===== config.mk =====
export PLATFORM = sky130hd
export DESIGN_NAME = murmur_hash_64a
export DESIGN_NICKNAME = d
export VERILOG_FILES = /design/src/rtl/core/mh64_pkg.sv /design/src/rtl/core/mh64_queue.sv /design/src/rtl/core/mh64_mul.sv /design/src/rtl/core/mh64_front.sv /design/src/rtl/core/mh64_back.sv /design/src/rtl/core/murmur_hash_64a.sv
export VERILOG_INCLUDE_DIRS = /design/src /design/src/rtl/core
export SDC_FILE = /design/constraint.sdc
export NUM_CORES = 2
export LEC_CHECK = 0
export ABC_AREA = 1
export CAP_MARGIN = 20
export CORE_UTILIZATION = 51
export CTS_BUF_LIST = sky130_fd_sc_hd__clkbuf_8
export DETAILED_ROUTE_END_ITERATION = 8
export DONT_BUFFER_PORTS = 1
export GPL_TIMING_DRIVEN = 0
export PLACE_DENSITY = 0.66
export SLEW_MARGIN = 20
export SYNTH_ARGS = -nofsm -noshare
export SYNTH_HDL_FRONTEND = slang
export SYNTH_SLANG_ARGS = --single-unit

===== constraint.sdc =====
create_clock -name clk -period 39.6 [get_ports clk]
set_clock_uncertainty 0.15 [all_clocks]
set_input_delay 0 -clock clk [delete_from_list [all_inputs] [get_ports clk]]
set_output_delay 0 -clock clk [all_outputs]
set_load 0.05 [all_outputs]

===== src/rtl/core/murmur_hash_64a_macros.svh =====
// Assertion macros shared by the murmur_hash_64a core.
// Expects signals named clk and arst_n in the module that uses them.
`ifndef MURMUR_HASH_64A_MACROS_SVH
`define MURMUR_HASH_64A_MACROS_SVH

// Antecedent implies consequent in the same cycle.
`define MH64_ASSERT_IMP(lbl, ante, cons) \
	lbl: assert property (@(posedge clk) disable iff (!arst_n) (ante) |-> (cons)) \
		else $error("mh64 assertion failed");

// Antecedent implies consequent in the next cycle.
`define MH64_ASSERT_NEXT(lbl, ante, cons) \
	lbl: assert property (@(posedge clk) disable iff (!arst_n) (ante) |=> (cons)) \
		else $error("mh64 assertion failed");

`endif


===== src/rtl/core/mh64_pkg.sv =====
// Shared types and constants of the murmur_hash_64a core.
// No dependencies; used by every module of the core.
`timescale 1ns / 1ps

package mh64_pkg;

	localparam logic [63:0] MixMul   = 64'hc6a4a7935bd1e995;
	localparam int          MixShift = 47;

	localparam int WordW   = 64;
	localparam int CountW  = 4;
	localparam int LenW    = 32;
	localparam int InDataW = 104;
	localparam int FullBytes = 8;

	localparam int QueueDepth = 2;
	localparam int QueuePtrW  = $clog2(QueueDepth);
	localparam int QueueCntW  = $clog2(QueueDepth + 1);

	// What a word does to the running hash.
	typedef enum logic [1:0] {
		KIND_EMPTY = 2'd0,
		KIND_PART  = 2'd1,
		KIND_FULL  = 2'd2
	} kind_t;

	// One classified item, as passed from the front to the back.
	typedef struct packed {
		logic               first;
		logic               last;
		kind_t              kind;
		logic [WordW-1:0]   word;   // already masked to its valid bytes
		logic [LenW-1:0]    len;
	} cmd_t;

	// Request to the shared constant multiplier.
	typedef struct packed {
		logic             start;
		logic [WordW-1:0] operand;
	} mul_req_t;

	// Result of the shared constant multiplier.
	typedef struct packed {
		logic             done;
		logic             busy;
		logic [WordW-1:0] product;
	} mul_rsp_t;

endpackage


===== src/rtl/core/mh64_queue.sv =====
// Two-entry command queue between the front and the back of the hasher.
// Depends on mh64_pkg and murmur_hash_64a_macros.svh.
`timescale 1ns / 1ps
`include "murmur_hash_64a_macros.svh"

module mh64_queue (
	input  logic            clk,
	input  logic            arst_n,
	input  logic            push,
	input  mh64_pkg::cmd_t  push_cmd,
	input  logic            pop,
	output mh64_pkg::cmd_t  head,
	output logic            empty,
	output logic            full
);

	mh64_pkg::cmd_t                     mem_q [mh64_pkg::QueueDepth];
	logic [mh64_pkg::QueuePtrW-1:0]     wr_ptr_q;
	logic [mh64_pkg::QueuePtrW-1:0]     rd_ptr_q;
	logic [mh64_pkg::QueueCntW-1:0]     count_q;

	assign empty = (count_q == '0);
	assign full  = (count_q == mh64_pkg::QueueCntW'(mh64_pkg::QueueDepth));
	assign head  = mem_q[rd_ptr_q];

	always_ff @(posedge clk) begin
		if (push) begin
			mem_q[wr_ptr_q] <= push_cmd;
		end
	end

	always_ff @(posedge clk or negedge arst_n) begin
		if (!arst_n) begin
			wr_ptr_q <= '0;
			rd_ptr_q <= '0;
			count_q  <= '0;
		end else begin
			if (push) begin
				wr_ptr_q <= (wr_ptr_q == mh64_pkg::QueuePtrW'(mh64_pkg::QueueDepth - 1))
					? '0 : wr_ptr_q + 1'b1;
			end
			if (pop) begin
				rd_ptr_q <= (rd_ptr_q == mh64_pkg::QueuePtrW'(mh64_pkg::QueueDepth - 1))
					? '0 : rd_ptr_q + 1'b1;
			end
			unique case ({push, pop})
				2'b10:   count_q <= count_q + 1'b1;
				2'b01:   count_q <= count_q - 1'b1;
				default: count_q <= count_q;
			endcase
		end
	end

	`MH64_ASSERT_NEXT(a_pop_drains, pop && !push, count_q == $past(count_q) - 1'b1)
	`MH64_ASSERT_NEXT(a_push_fills, push && !pop, count_q == $past(count_q) + 1'b1)

endmodule


===== src/rtl/core/mh64_mul.sv =====
// Iterative multiplier by the mix constant, modulo 2^64, one 32x32 product a cycle.
// Depends on mh64_pkg and murmur_hash_64a_macros.svh.
`timescale 1ns / 1ps
`include "murmur_hash_64a_macros.svh"

module mh64_mul (
	input  logic               clk,
	input  logic               arst_n,
	input  mh64_pkg::mul_req_t req,
	output mh64_pkg::mul_rsp_t rsp
);

	typedef enum logic [1:0] {
		STEP_LO       = 2'd0,
		STEP_CROSS_LO = 2'd1,
		STEP_CROSS_HI = 2'd2
	} step_t;

	logic [63:0] a_q;
	logic [63:0] acc_q;
	step_t       step_q;
	logic        busy_q;
	logic [31:0] op_x;
	logic [31:0] op_y;
	logic [63:0] prod;
	logic [31:0] hi_sum;
	logic        done;

	// Low*low gives the full low half; the two cross terms add only into bits 63:32.
	always_comb begin
		unique case (step_q)
			STEP_LO: begin
				op_x = a_q[31:0];
				op_y = mh64_pkg::MixMul[31:0];
			end
			STEP_CROSS_LO: begin
				op_x = a_q[31:0];
				op_y = mh64_pkg::MixMul[63:32];
			end
			STEP_CROSS_HI: begin
				op_x = a_q[63:32];
				op_y = mh64_pkg::MixMul[31:0];
			end
			default: begin
				op_x = '0;
				op_y = '0;
			end
		endcase
	end

	assign prod   = {32'd0, op_x} * {32'd0, op_y};
	assign hi_sum = acc_q[63:32] + prod[31:0];
	assign done   = busy_q && (step_q == STEP_CROSS_HI);

	assign rsp.done    = done;
	assign rsp.busy    = busy_q;
	assign rsp.product = {hi_sum, acc_q[31:0]};

	always_ff @(posedge clk) begin
		if (req.start) begin
			a_q <= req.operand;
		end
		if (busy_q) begin
			unique case (step_q)
				STEP_LO:       acc_q <= prod;
				STEP_CROSS_LO: acc_q <= {hi_sum, acc_q[31:0]};
				default:       acc_q <= acc_q;
			endcase
		end
	end

	always_ff @(posedge clk or negedge arst_n) begin
		if (!arst_n) begin
			busy_q <= 1'b0;
			step_q <= STEP_LO;
		end else if (req.start) begin
			busy_q <= 1'b1;
			step_q <= STEP_LO;
		end else if (busy_q) begin
			unique case (step_q)
				STEP_LO:       step_q <= STEP_CROSS_LO;
				STEP_CROSS_LO: step_q <= STEP_CROSS_HI;
				default: begin
					step_q <= STEP_LO;
					busy_q <= 1'b0;
				end
			endcase
		end
	end

	`MH64_ASSERT_IMP(a_no_overlap, req.start, !busy_q || done)

endmodule


===== src/rtl/core/mh64_front.sv =====
// Input side of the hasher: accepts stream transactions and classifies each word.
// Depends on mh64_pkg.
`timescale 1ns / 1ps

module mh64_front (
	input  logic                           clk,
	input  logic                           arst_n,
	input  logic                           s_tvalid,
	output logic                           s_tready,
	input  logic [mh64_pkg::InDataW-1:0]   s_tdata,
	input  logic                           s_tlast,
	input  logic                           queue_full,
	output logic                           push,
	output mh64_pkg::cmd_t                 push_cmd
);

	logic [mh64_pkg::WordW-1:0]  word;
	logic [mh64_pkg::CountW-1:0] nbytes;
	logic [mh64_pkg::WordW-1:0]  mask;
	logic                        first_q;

	assign word   = s_tdata[mh64_pkg::WordW-1:0];
	assign nbytes = s_tdata[mh64_pkg::WordW +: mh64_pkg::CountW];

	assign s_tready = !queue_full;
	assign push     = s_tvalid && s_tready;

	// Keep byte i when it lies below the valid count; counts above eight keep all.
	always_comb begin
		for (int i = 0; i < mh64_pkg::FullBytes; i++) begin
			mask[8*i +: 8] = (nbytes > mh64_pkg::CountW'(i)) ? 8'hff : 8'h00;
		end
	end

	always_comb begin
		push_cmd.first = first_q;
		push_cmd.last  = s_tlast;
		push_cmd.word  = word & mask;
		push_cmd.len   = s_tdata[mh64_pkg::WordW + mh64_pkg::CountW +: mh64_pkg::LenW];
		priority if (nbytes >= mh64_pkg::CountW'(mh64_pkg::FullBytes)) begin
			push_cmd.kind = mh64_pkg::KIND_FULL;
		end else if (nbytes != '0) begin
			push_cmd.kind = mh64_pkg::KIND_PART;
		end else begin
			push_cmd.kind = mh64_pkg::KIND_EMPTY;
		end
	end

	// Track message boundaries: the word after a last mark opens a new message.
	always_ff @(posedge clk or negedge arst_n) begin
		if (!arst_n) begin
			first_q <= 1'b1;
		end else if (push) begin
			first_q <= s_tlast;
		end
	end

endmodule


===== src/rtl/core/mh64_back.sv =====
// Execution side of the hasher: sequences the mix steps on the shared multiplier
// and holds the result register. Depends on mh64_pkg, mh64_mul and the macro header.
`timescale 1ns / 1ps
`include "murmur_hash_64a_macros.svh"

module mh64_back (
	input  logic                        clk,
	input  logic                        arst_n,
	input  logic [mh64_pkg::WordW-1:0]  seed,
	input  mh64_pkg::cmd_t              head,
	input  logic                        queue_empty,
	output logic                        pop,
	output logic                        m_tvalid,
	input  logic                        m_tready,
	output logic [mh64_pkg::WordW-1:0]  m_tdata
);

	typedef enum logic [6:0] {
		ST_IDLE = 7'b0000001,
		ST_INIT = 7'b0000010,
		ST_MIX1 = 7'b0000100,
		ST_MIX2 = 7'b0001000,
		ST_FOLD = 7'b0010000,
		ST_FIN  = 7'b0100000,
		ST_PUSH = 7'b1000000
	} state_t;

	typedef struct packed {
		logic                       start;
		logic [mh64_pkg::WordW-1:0] operand;
		state_t                     state;
		logic [mh64_pkg::WordW-1:0] h;
	} step_t;

	state_t                      state_q;
	mh64_pkg::cmd_t              cmd_q;
	logic [mh64_pkg::WordW-1:0]  h_q;
	logic                        out_valid_q;
	logic [mh64_pkg::WordW-1:0]  out_data_q;

	mh64_pkg::mul_req_t          mul_req;
	mh64_pkg::mul_rsp_t          mul_rsp;
	step_t                       nxt;
	logic                        load_out;
	logic [mh64_pkg::WordW-1:0]  p;

	mh64_mul u_mul (
		.clk    (clk),
		.arst_n (arst_n),
		.req    (mul_req),
		.rsp    (mul_rsp)
	);

	assign p = mul_rsp.product;

	function automatic logic [63:0] xsh(input logic [63:0] v);
		xsh = v ^ (v >> mh64_pkg::MixShift);
	endfunction

	// End of a word: finalize on the last mark, else wait for the next word.
	function automatic step_t finish(input logic last, input logic [63:0] hv);
		step_t s;
		s.h = hv;
		if (last) begin
			s.start   = 1'b1;
			s.operand = xsh(hv);
			s.state   = ST_FIN;
		end else begin
			s.start   = 1'b0;
			s.operand = '0;
			s.state   = ST_IDLE;
		end
		finish = s;
	endfunction

	function automatic step_t dispatch(input mh64_pkg::cmd_t c, input logic [63:0] hv);
		step_t s;
		logic [63:0] t;
		t = hv ^ c.word;
		unique case (c.kind)
			mh64_pkg::KIND_FULL: begin
				s = '{start: 1'b1, operand: c.word, state: ST_MIX1, h: hv};
			end
			mh64_pkg::KIND_PART: begin
				s = '{start: 1'b1, operand: t, state: ST_FOLD, h: t};
			end
			default: begin
				s = finish(c.last, hv);
			end
		endcase
		dispatch = s;
	endfunction

	always_comb begin
		nxt      = '{start: 1'b0, operand: '0, state: state_q, h: h_q};
		pop      = 1'b0;
		load_out = 1'b0;
		unique case (state_q)
			ST_IDLE: begin
				if (!queue_empty) begin
					pop = 1'b1;
					if (head.first) begin
						nxt = '{start: 1'b1, operand: {32'd0, head.len}, state: ST_INIT,
							h: h_q};
					end else begin
						nxt = dispatch(head, h_q);
					end
				end
			end
			ST_INIT: begin
				if (mul_rsp.done) begin
					nxt = dispatch(cmd_q, seed ^ p);
				end
			end
			ST_MIX1: begin
				if (mul_rsp.done) begin
					nxt = '{start: 1'b1, operand: xsh(p), state: ST_MIX2, h: h_q};
				end
			end
			ST_MIX2: begin
				if (mul_rsp.done) begin
					nxt = '{start: 1'b1, operand: h_q ^ p, state: ST_FOLD, h: h_q ^ p};
				end
			end
			ST_FOLD: begin
				if (mul_rsp.done) begin
					nxt = finish(cmd_q.last, p);
				end
			end
			ST_FIN: begin
				if (mul_rsp.done) begin
					nxt = '{start: 1'b0, operand: '0, state: ST_PUSH, h: xsh(p)};
				end
			end
			ST_PUSH: begin
				if (!out_valid_q || m_tready) begin
					load_out  = 1'b1;
					nxt.state = ST_IDLE;
				end
			end
			default: begin
				nxt.state = ST_IDLE;
			end
		endcase
	end

	assign mul_req.start   = nxt.start;
	assign mul_req.operand = nxt.operand;

	assign m_tvalid = out_valid_q;
	assign m_tdata  = out_data_q;

	always_ff @(posedge clk) begin
		h_q <= nxt.h;
		if (pop) begin
			cmd_q <= head;
		end
		if (load_out) begin
			out_data_q <= h_q;
		end
	end

	always_ff @(posedge clk or negedge arst_n) begin
		if (!arst_n) begin
			state_q     <= ST_IDLE;
			out_valid_q <= 1'b0;
		end else begin
			state_q <= nxt.state;
			if (load_out) begin
				out_valid_q <= 1'b1;
			end else if (m_tready) begin
				out_valid_q <= 1'b0;
			end
		end
	end

	`MH64_ASSERT_NEXT(a_fin_to_push, (state_q == ST_FIN) && mul_rsp.done, state_q == ST_PUSH)
	`MH64_ASSERT_NEXT(a_load_shows, load_out, out_valid_q)

endmodule


===== src/rtl/core/murmur_hash_64a.sv =====
// Top level of the streaming MurmurHash64A core.
// Depends on mh64_pkg, mh64_front, mh64_queue and mh64_back.
// Usage:
//   Stream each message as 64-bit little-endian words on the s_ channel. Every
//   transaction carries the word, its valid byte count and the total message
//   length (read on the first word of a message only); s_tlast marks the final
//   word. A zero-length message is one transaction with zero valid bytes and
//   s_tlast set. Each message yields one hash on the m_ channel. The user must
//   write the seed via cfg_we / cfg_wdata only while the core is idle; unchecked.
// Multiplier use:
//   The back end runs every multiply by the mix constant on one shared 32x32
//   multiplier. A full word costs three 64-bit products, a partial word one and an
//   empty word none. The first word of a message adds the length product;
//   the last adds the finalization product and a load of the output register.
//   A two-entry queue lets the input accept up to two words ahead of the back end.
// Reset and stalls:
//   arst_n clears the seed, the queue, the sequencer and the output valid flag.
//   While m_tready is low a finished hash holds in the output register; the back
//   end keeps hashing the next message until it has a new result to present.
`timescale 1ns / 1ps

module murmur_hash_64a (
	input  logic                          clk,
	input  logic                          arst_n,
	// Seed register write.
	input  logic                          cfg_we,
	input  logic [mh64_pkg::WordW-1:0]    cfg_wdata,
	// Input stream.
	input  logic                          s_tvalid,
	output logic                          s_tready,
	// s_tdata: [63:0] data_word, [67:64] valid_bytes, [99:68] total_length, rest zero
	input  logic [mh64_pkg::InDataW-1:0]  s_tdata,
	input  logic                          s_tlast,   // last_word
	// Result stream.
	output logic                          m_tvalid,
	input  logic                          m_tready,
	// m_tdata: [63:0] hash_value
	output logic [mh64_pkg::WordW-1:0]    m_tdata
);

	logic [mh64_pkg::WordW-1:0] seed_q;
	logic                       push;
	logic                       pop;
	logic                       queue_full;
	logic                       queue_empty;
	mh64_pkg::cmd_t             push_cmd;
	mh64_pkg::cmd_t             head;

	// Hold the seed; the back end samples it at each message start.
	always_ff @(posedge clk or negedge arst_n) begin
		if (!arst_n) begin
			seed_q <= '0;
		end else if (cfg_we) begin
			seed_q <= cfg_wdata;
		end
	end

	mh64_front u_front (
		.clk        (clk),
		.arst_n     (arst_n),
		.s_tvalid   (s_tvalid),
		.s_tready   (s_tready),
		.s_tdata    (s_tdata),
		.s_tlast    (s_tlast),
		.queue_full (queue_full),
		.push       (push),
		.push_cmd   (push_cmd)
	);

	mh64_queue u_queue (
		.clk      (clk),
		.arst_n   (arst_n),
		.push     (push),
		.push_cmd (push_cmd),
		.pop      (pop),
		.head     (head),
		.empty    (queue_empty),
		.full     (queue_full)
	);

	mh64_back u_back (
		.clk         (clk),
		.arst_n      (arst_n),
		.seed        (seed_q),
		.head        (head),
		.queue_empty (queue_empty),
		.pop         (pop),
		.m_tvalid    (m_tvalid),
		.m_tready    (m_tready),
		.m_tdata     (m_tdata)
	);

endmodule


==> reports/summary.txt <==
Initial Utilization: 51.7%
Number of clock buffers inserted by TritonCTS: 94
Detailed Route Iter0 Violations: 5637
Routed wire length: 254000 um
Number of detailed-route iterations in the first pass: 6
Fraction of met1 tracks used by global routing: 51.1%
Dominant cell type by area after synthesis: sky130_fd_sc_hd__edfxtp_1
Seq/Total Area, Yosys: 30.3%
Data required time of the worst path: 39.74 ns
Launching point of the worst reg2reg path: u_back.u_mul.step_q[1]
Crit path kind: register to register
R2R depth: 43
Share of the synthesized area in the top cell type: 26.9%
H-Tree Level Count: 3
Clock sink count: 603
Final Core Density: 59.2%
Die Width: 340 um
Buffer depth of the longest clock path: 3
Endpoints failing hold: 0
Initial antenna violation count: 17
Die outline area: 0.116 sq mm
Final period demand of the worst path: 13.66 ns
Final nets: 8144
Most Used Layer, Global Route: met2
Slew at the pin with the worst max-slew slack: 1.37 ns
Mean area per synthesized cell: 9.11 sq um
Number of library cell types mapped by synthesis: 74
Reg-to-reg slack, setup: 25.94 ns
TritonCTS clock tree: built
RSZ-0062 raised after global routing: no
Synth warn: 0
Setup crit start kind: register
Cell chosen for the clock root: sky130_fd_sc_hd__clkbuf_8
Global-route wire length before repair: 356000 um
Detailed-placement wirelength estimate: 203000 um
Largest net degree at the start of global routing: 79
Layout area overhead: 14.5%
Clock edge transition at the registers on the reported setup and hold paths: 0.07 ns
Filler instances: 9931
Vias after detailed routing: 50100
Overflow after GRT: 0
Post-CTS Resized: 0
Critical Path Sink Type: register
Share of layout cells above drive strength 1: 7.94%
Crit path max fanout: 10
Result of the run: complete, no violations
Detailed-route DRC error count: 0
I/O pin count: 240
Fraction of synthesis flops using an asynchronous set or reset pin: 13.3%
WHS Path Cells: 2
Hold worst-path end: u_queue.mem_q[0][97]
Final-report setup violation count: 0
Ys flop type: sky130_fd_sc_hd__edfxtp_1
Die Y-Extent: 340 um
Normalized max-slew margin: 8.51%
Total global-route track usage: 43.8%
Data arrival time of the worst path: 13.80 ns
R2r endpoint: u_back.u_mul.a_q[57]
Maximum clock frequency: 73.2 MHz
GR met3 Demand/Resource: 8.41%
Per-cell via count in the routed design: 5.90
GP Congestion: 1.08
Syn Std Cell Area: 0.0584 sq mm
Worst-skew pair later-pin latency: 0.75 ns
Dominant cells by area after synthesis: sky130_fd_sc_hd__edfxtp_1 (27%), sky130_fd_sc_hd__fa_1 (22%), sky130_fd_sc_hd__inv_1 (9.3%)
Global routing usage on met2: 71.0%
Register bit total from synthesis: 603
Port-buffer cells: 0
Core Region: 0.113 sq mm
Count of flip-flops with a built-in enable after synthesis: 523
Post-DR wirelength/cell: 29.9 um
Cell count after synthesis: 6407
Max Cap Violations: 0
Post-detailed-route count of antenna-violating nets: 0
Hold path startpoint: s_tdata[67]
Portion of the clock cycle consumed by the worst path in the final layout: 34.5%
Number of nets produced by synthesis: 7643
Aggregate negative setup slack: 0 ns
Vias in the first global route: 50500
Standard cell with the maximum stage delay on the critical path: sky130_fd_sc_hd__nor2_1
Largest incremental delay on the critical path: 0.90 ns
Hold Path Class: input port to register
Number of pins exceeding their max-slew limit in the final report: 0
Total number of placement rows: 123
## cells by family (layout without fill, tap and decap cells)
| kind of cell | after synthesis | in the layout | synth area share [%] |
|---|---|---|---|
| adder cells (fa/ha/maj) | 1062 | 1062 | 31.1 |
| AND/OR/NAND/NOR | 1838 | 1838 | 13.7 |
| flip-flops | 603 | 603 | 30.3 |
| AO/OA/AOI/OAI | 1069 | 1069 | 10.9 |
| other | 2 | 12 | 0.0129 |
| XOR/XNOR | 164 | 164 | 2.68 |
| buffers and inverters | 1630 | 2211 | 10.6 |
| multiplexers | 39 | 39 | 0.735 |
## what timing repair did
action,CTS,global route
endpoints found under the hold margin,492,0
hold buffers,337,0
setup buffers,0,0
## through the flow
stage	instance area (sq um)	hold WS [ns]	setup slack [ns]	cells
global route	66800	0.0795	25.92	8491
detailed placement	61400	-0.444	26.49	7973
global placement	60300	-0.443	11.34	7907
floorplan	58400	-0.446	25.90	6407
finish	66800	0.0774	25.94	8498
CTS	66800	0.0171	26.44	8486
## layout by cell type (no fill, tap or decap), types with 17 or more instances in the layout
cell,Yosys,final
sky130_fd_sc_hd__fa_1,647,647
sky130_fd_sc_hd__nor2_2,7,24
sky130_fd_sc_hd__nand3_1,275,275
sky130_fd_sc_hd__o211ai_1,78,78
sky130_fd_sc_hd__a22oi_1,35,35
sky130_fd_sc_hd__a21oi_1,293,293
sky130_fd_sc_hd__ha_1,415,415
sky130_fd_sc_hd__buf_6,3,22
sky130_fd_sc_hd__dfrtp_1,78,78
sky130_fd_sc_hd__nand2_1,888,888
sky130_fd_sc_hd__or2_2,101,101
sky130_fd_sc_hd__xor2_1,97,97
sky130_fd_sc_hd__clkbuf_1,103,100
sky130_fd_sc_hd__o2111ai_1,28,28
sky130_fd_sc_hd__a31oi_1,17,17
sky130_fd_sc_hd__o21bai_1,47,47
sky130_fd_sc_hd__inv_2,25,25
sky130_fd_sc_hd__buf_2,31,48
sky130_fd_sc_hd__buf_1,19,17
sky130_fd_sc_hd__mux2_2,31,31
sky130_fd_sc_hd__edfxtp_1,523,523
sky130_fd_sc_hd__inv_1,1441,1467
sky130_fd_sc_hd__nor2_1,427,406
sky130_fd_sc_hd__nand2_2,30,30
sky130_fd_sc_hd__nand4_1,34,34
sky130_fd_sc_hd__clkbuf_8,0,105
sky130_fd_sc_hd__o21ai_0,384,380
sky130_fd_sc_hd__o22ai_2,0,30
sky130_fd_sc_hd__dlygate4sd3_1,0,335
sky130_fd_sc_hd__nor3_1,21,20
sky130_fd_sc_hd__o21ai_1,29,33
sky130_fd_sc_hd__xnor2_1,53,52
sky130_fd_sc_hd__nand3b_1,20,20
sky130_fd_sc_hd__a221oi_1,26,26
## Yosys cell counts (all sizes together) (2+ instances only)
master,number
a211o,3
a211oi,11
a21boi,4
a21o,13
a21oi,297
a221oi,26
a22oi,35
a311oi,2
a31o,5
a31oi,17
a32o,2
a32oi,9
a41oi,5
and3,2
buf,58
clkbuf,104
clkinv,2
conb,2
dfrtp,78
dfstp,2
edfxtp,523
fa,647
ha,415
inv,1466
mux2,31
mux2i,8
nand2,919
nand3,281
nand3b,20
nand4,35
nor2,438
nor3,24
nor4,9
o2111ai,28
o211ai,78
o21a,11
o21ai,420
o21bai,47
o221ai,9
o22ai,33
o311ai,10
or2,110
xnor2,57
xor2,107
## area by class of cell
| class | count | area, sq um | share of cell area (%) |
|---|---|---|---|
| Antenna cell | 10 | 25.0 | 0.0374 |
| Buffer | 162 | 698 | 1.04 |
| Clock buffer | 105 | 1450 | 2.16 |
| Tap cell | 1500 | 1880 | 2.81 |
| Clock inverter | 71 | 562 | 0.841 |
| Inverter | 1468 | 5510 | 8.25 |
| Sequential cell | 603 | 17700 | 26.5 |
| Multi-Input combinational cell | 4174 | 34800 | 52.0 |
| Timing Repair Buffer | 405 | 4240 | 6.34 |
## layer usage
metal	vias to the layer above	share of wire, %
li1	21700	-
met1	24500	35
met2	3102	46
met3	855	9.4
met4	16	9.5
met5	-	0.041
## state kept, by name (all words and copies together) (netlist names)
signal and flops:
u_back.m_tdata 64, u_back.u_mul.a_q 64, u_back.u_mul.acc_q 64, u_back.h_q 64, u_queue.mem_q 200, u_back.u_mul.busy_q 1
seed_q 64, u_queue.rd_ptr_q 1, u_queue.count_q 2, u_back.cmd_q 67, u_back.m_tvalid 1, u_queue.wr_ptr_q 1
u_back.state_q 7, u_back.u_mul.step_q 2, u_front.first_q 1
## worst max-delay path: cells and delay by family (launching register included)
kind,cells,cell delay (ns)
xor+xnor,1,0.36
simple gates,17,3.64
flops,1,0.39
buf+inv,11,2.72
compound gates,4,0.88
fa+ha+maj,10,4.98
## how the worst max path moves through the flow
stage | depth (start not counted) | start | to | slack, ns
after floorplan | 15 | u_queue.rd_ptr_q | u_back.h_q[0] | 25.90
after global placement | 15 | u_queue.rd_ptr_q | u_back.h_q[43] | 11.34
after detailed placement | 43 | u_back.u_mul.step_q[1] | u_back.u_mul.a_q[57] | 26.49
after CTS | 43 | u_back.u_mul.step_q[1] | u_back.u_mul.a_q[57] | 26.44
after global routing | 41 | u_back.u_mul.step_q[1] | u_back.u_mul.a_q[57] | 25.92
final | 43 | u_back.u_mul.step_q[1] | u_back.u_mul.a_q[57] | 25.94
Power is not shown: default switching activity piles up to over one toggle a cycle in this logic, so the estimate is an artifact.
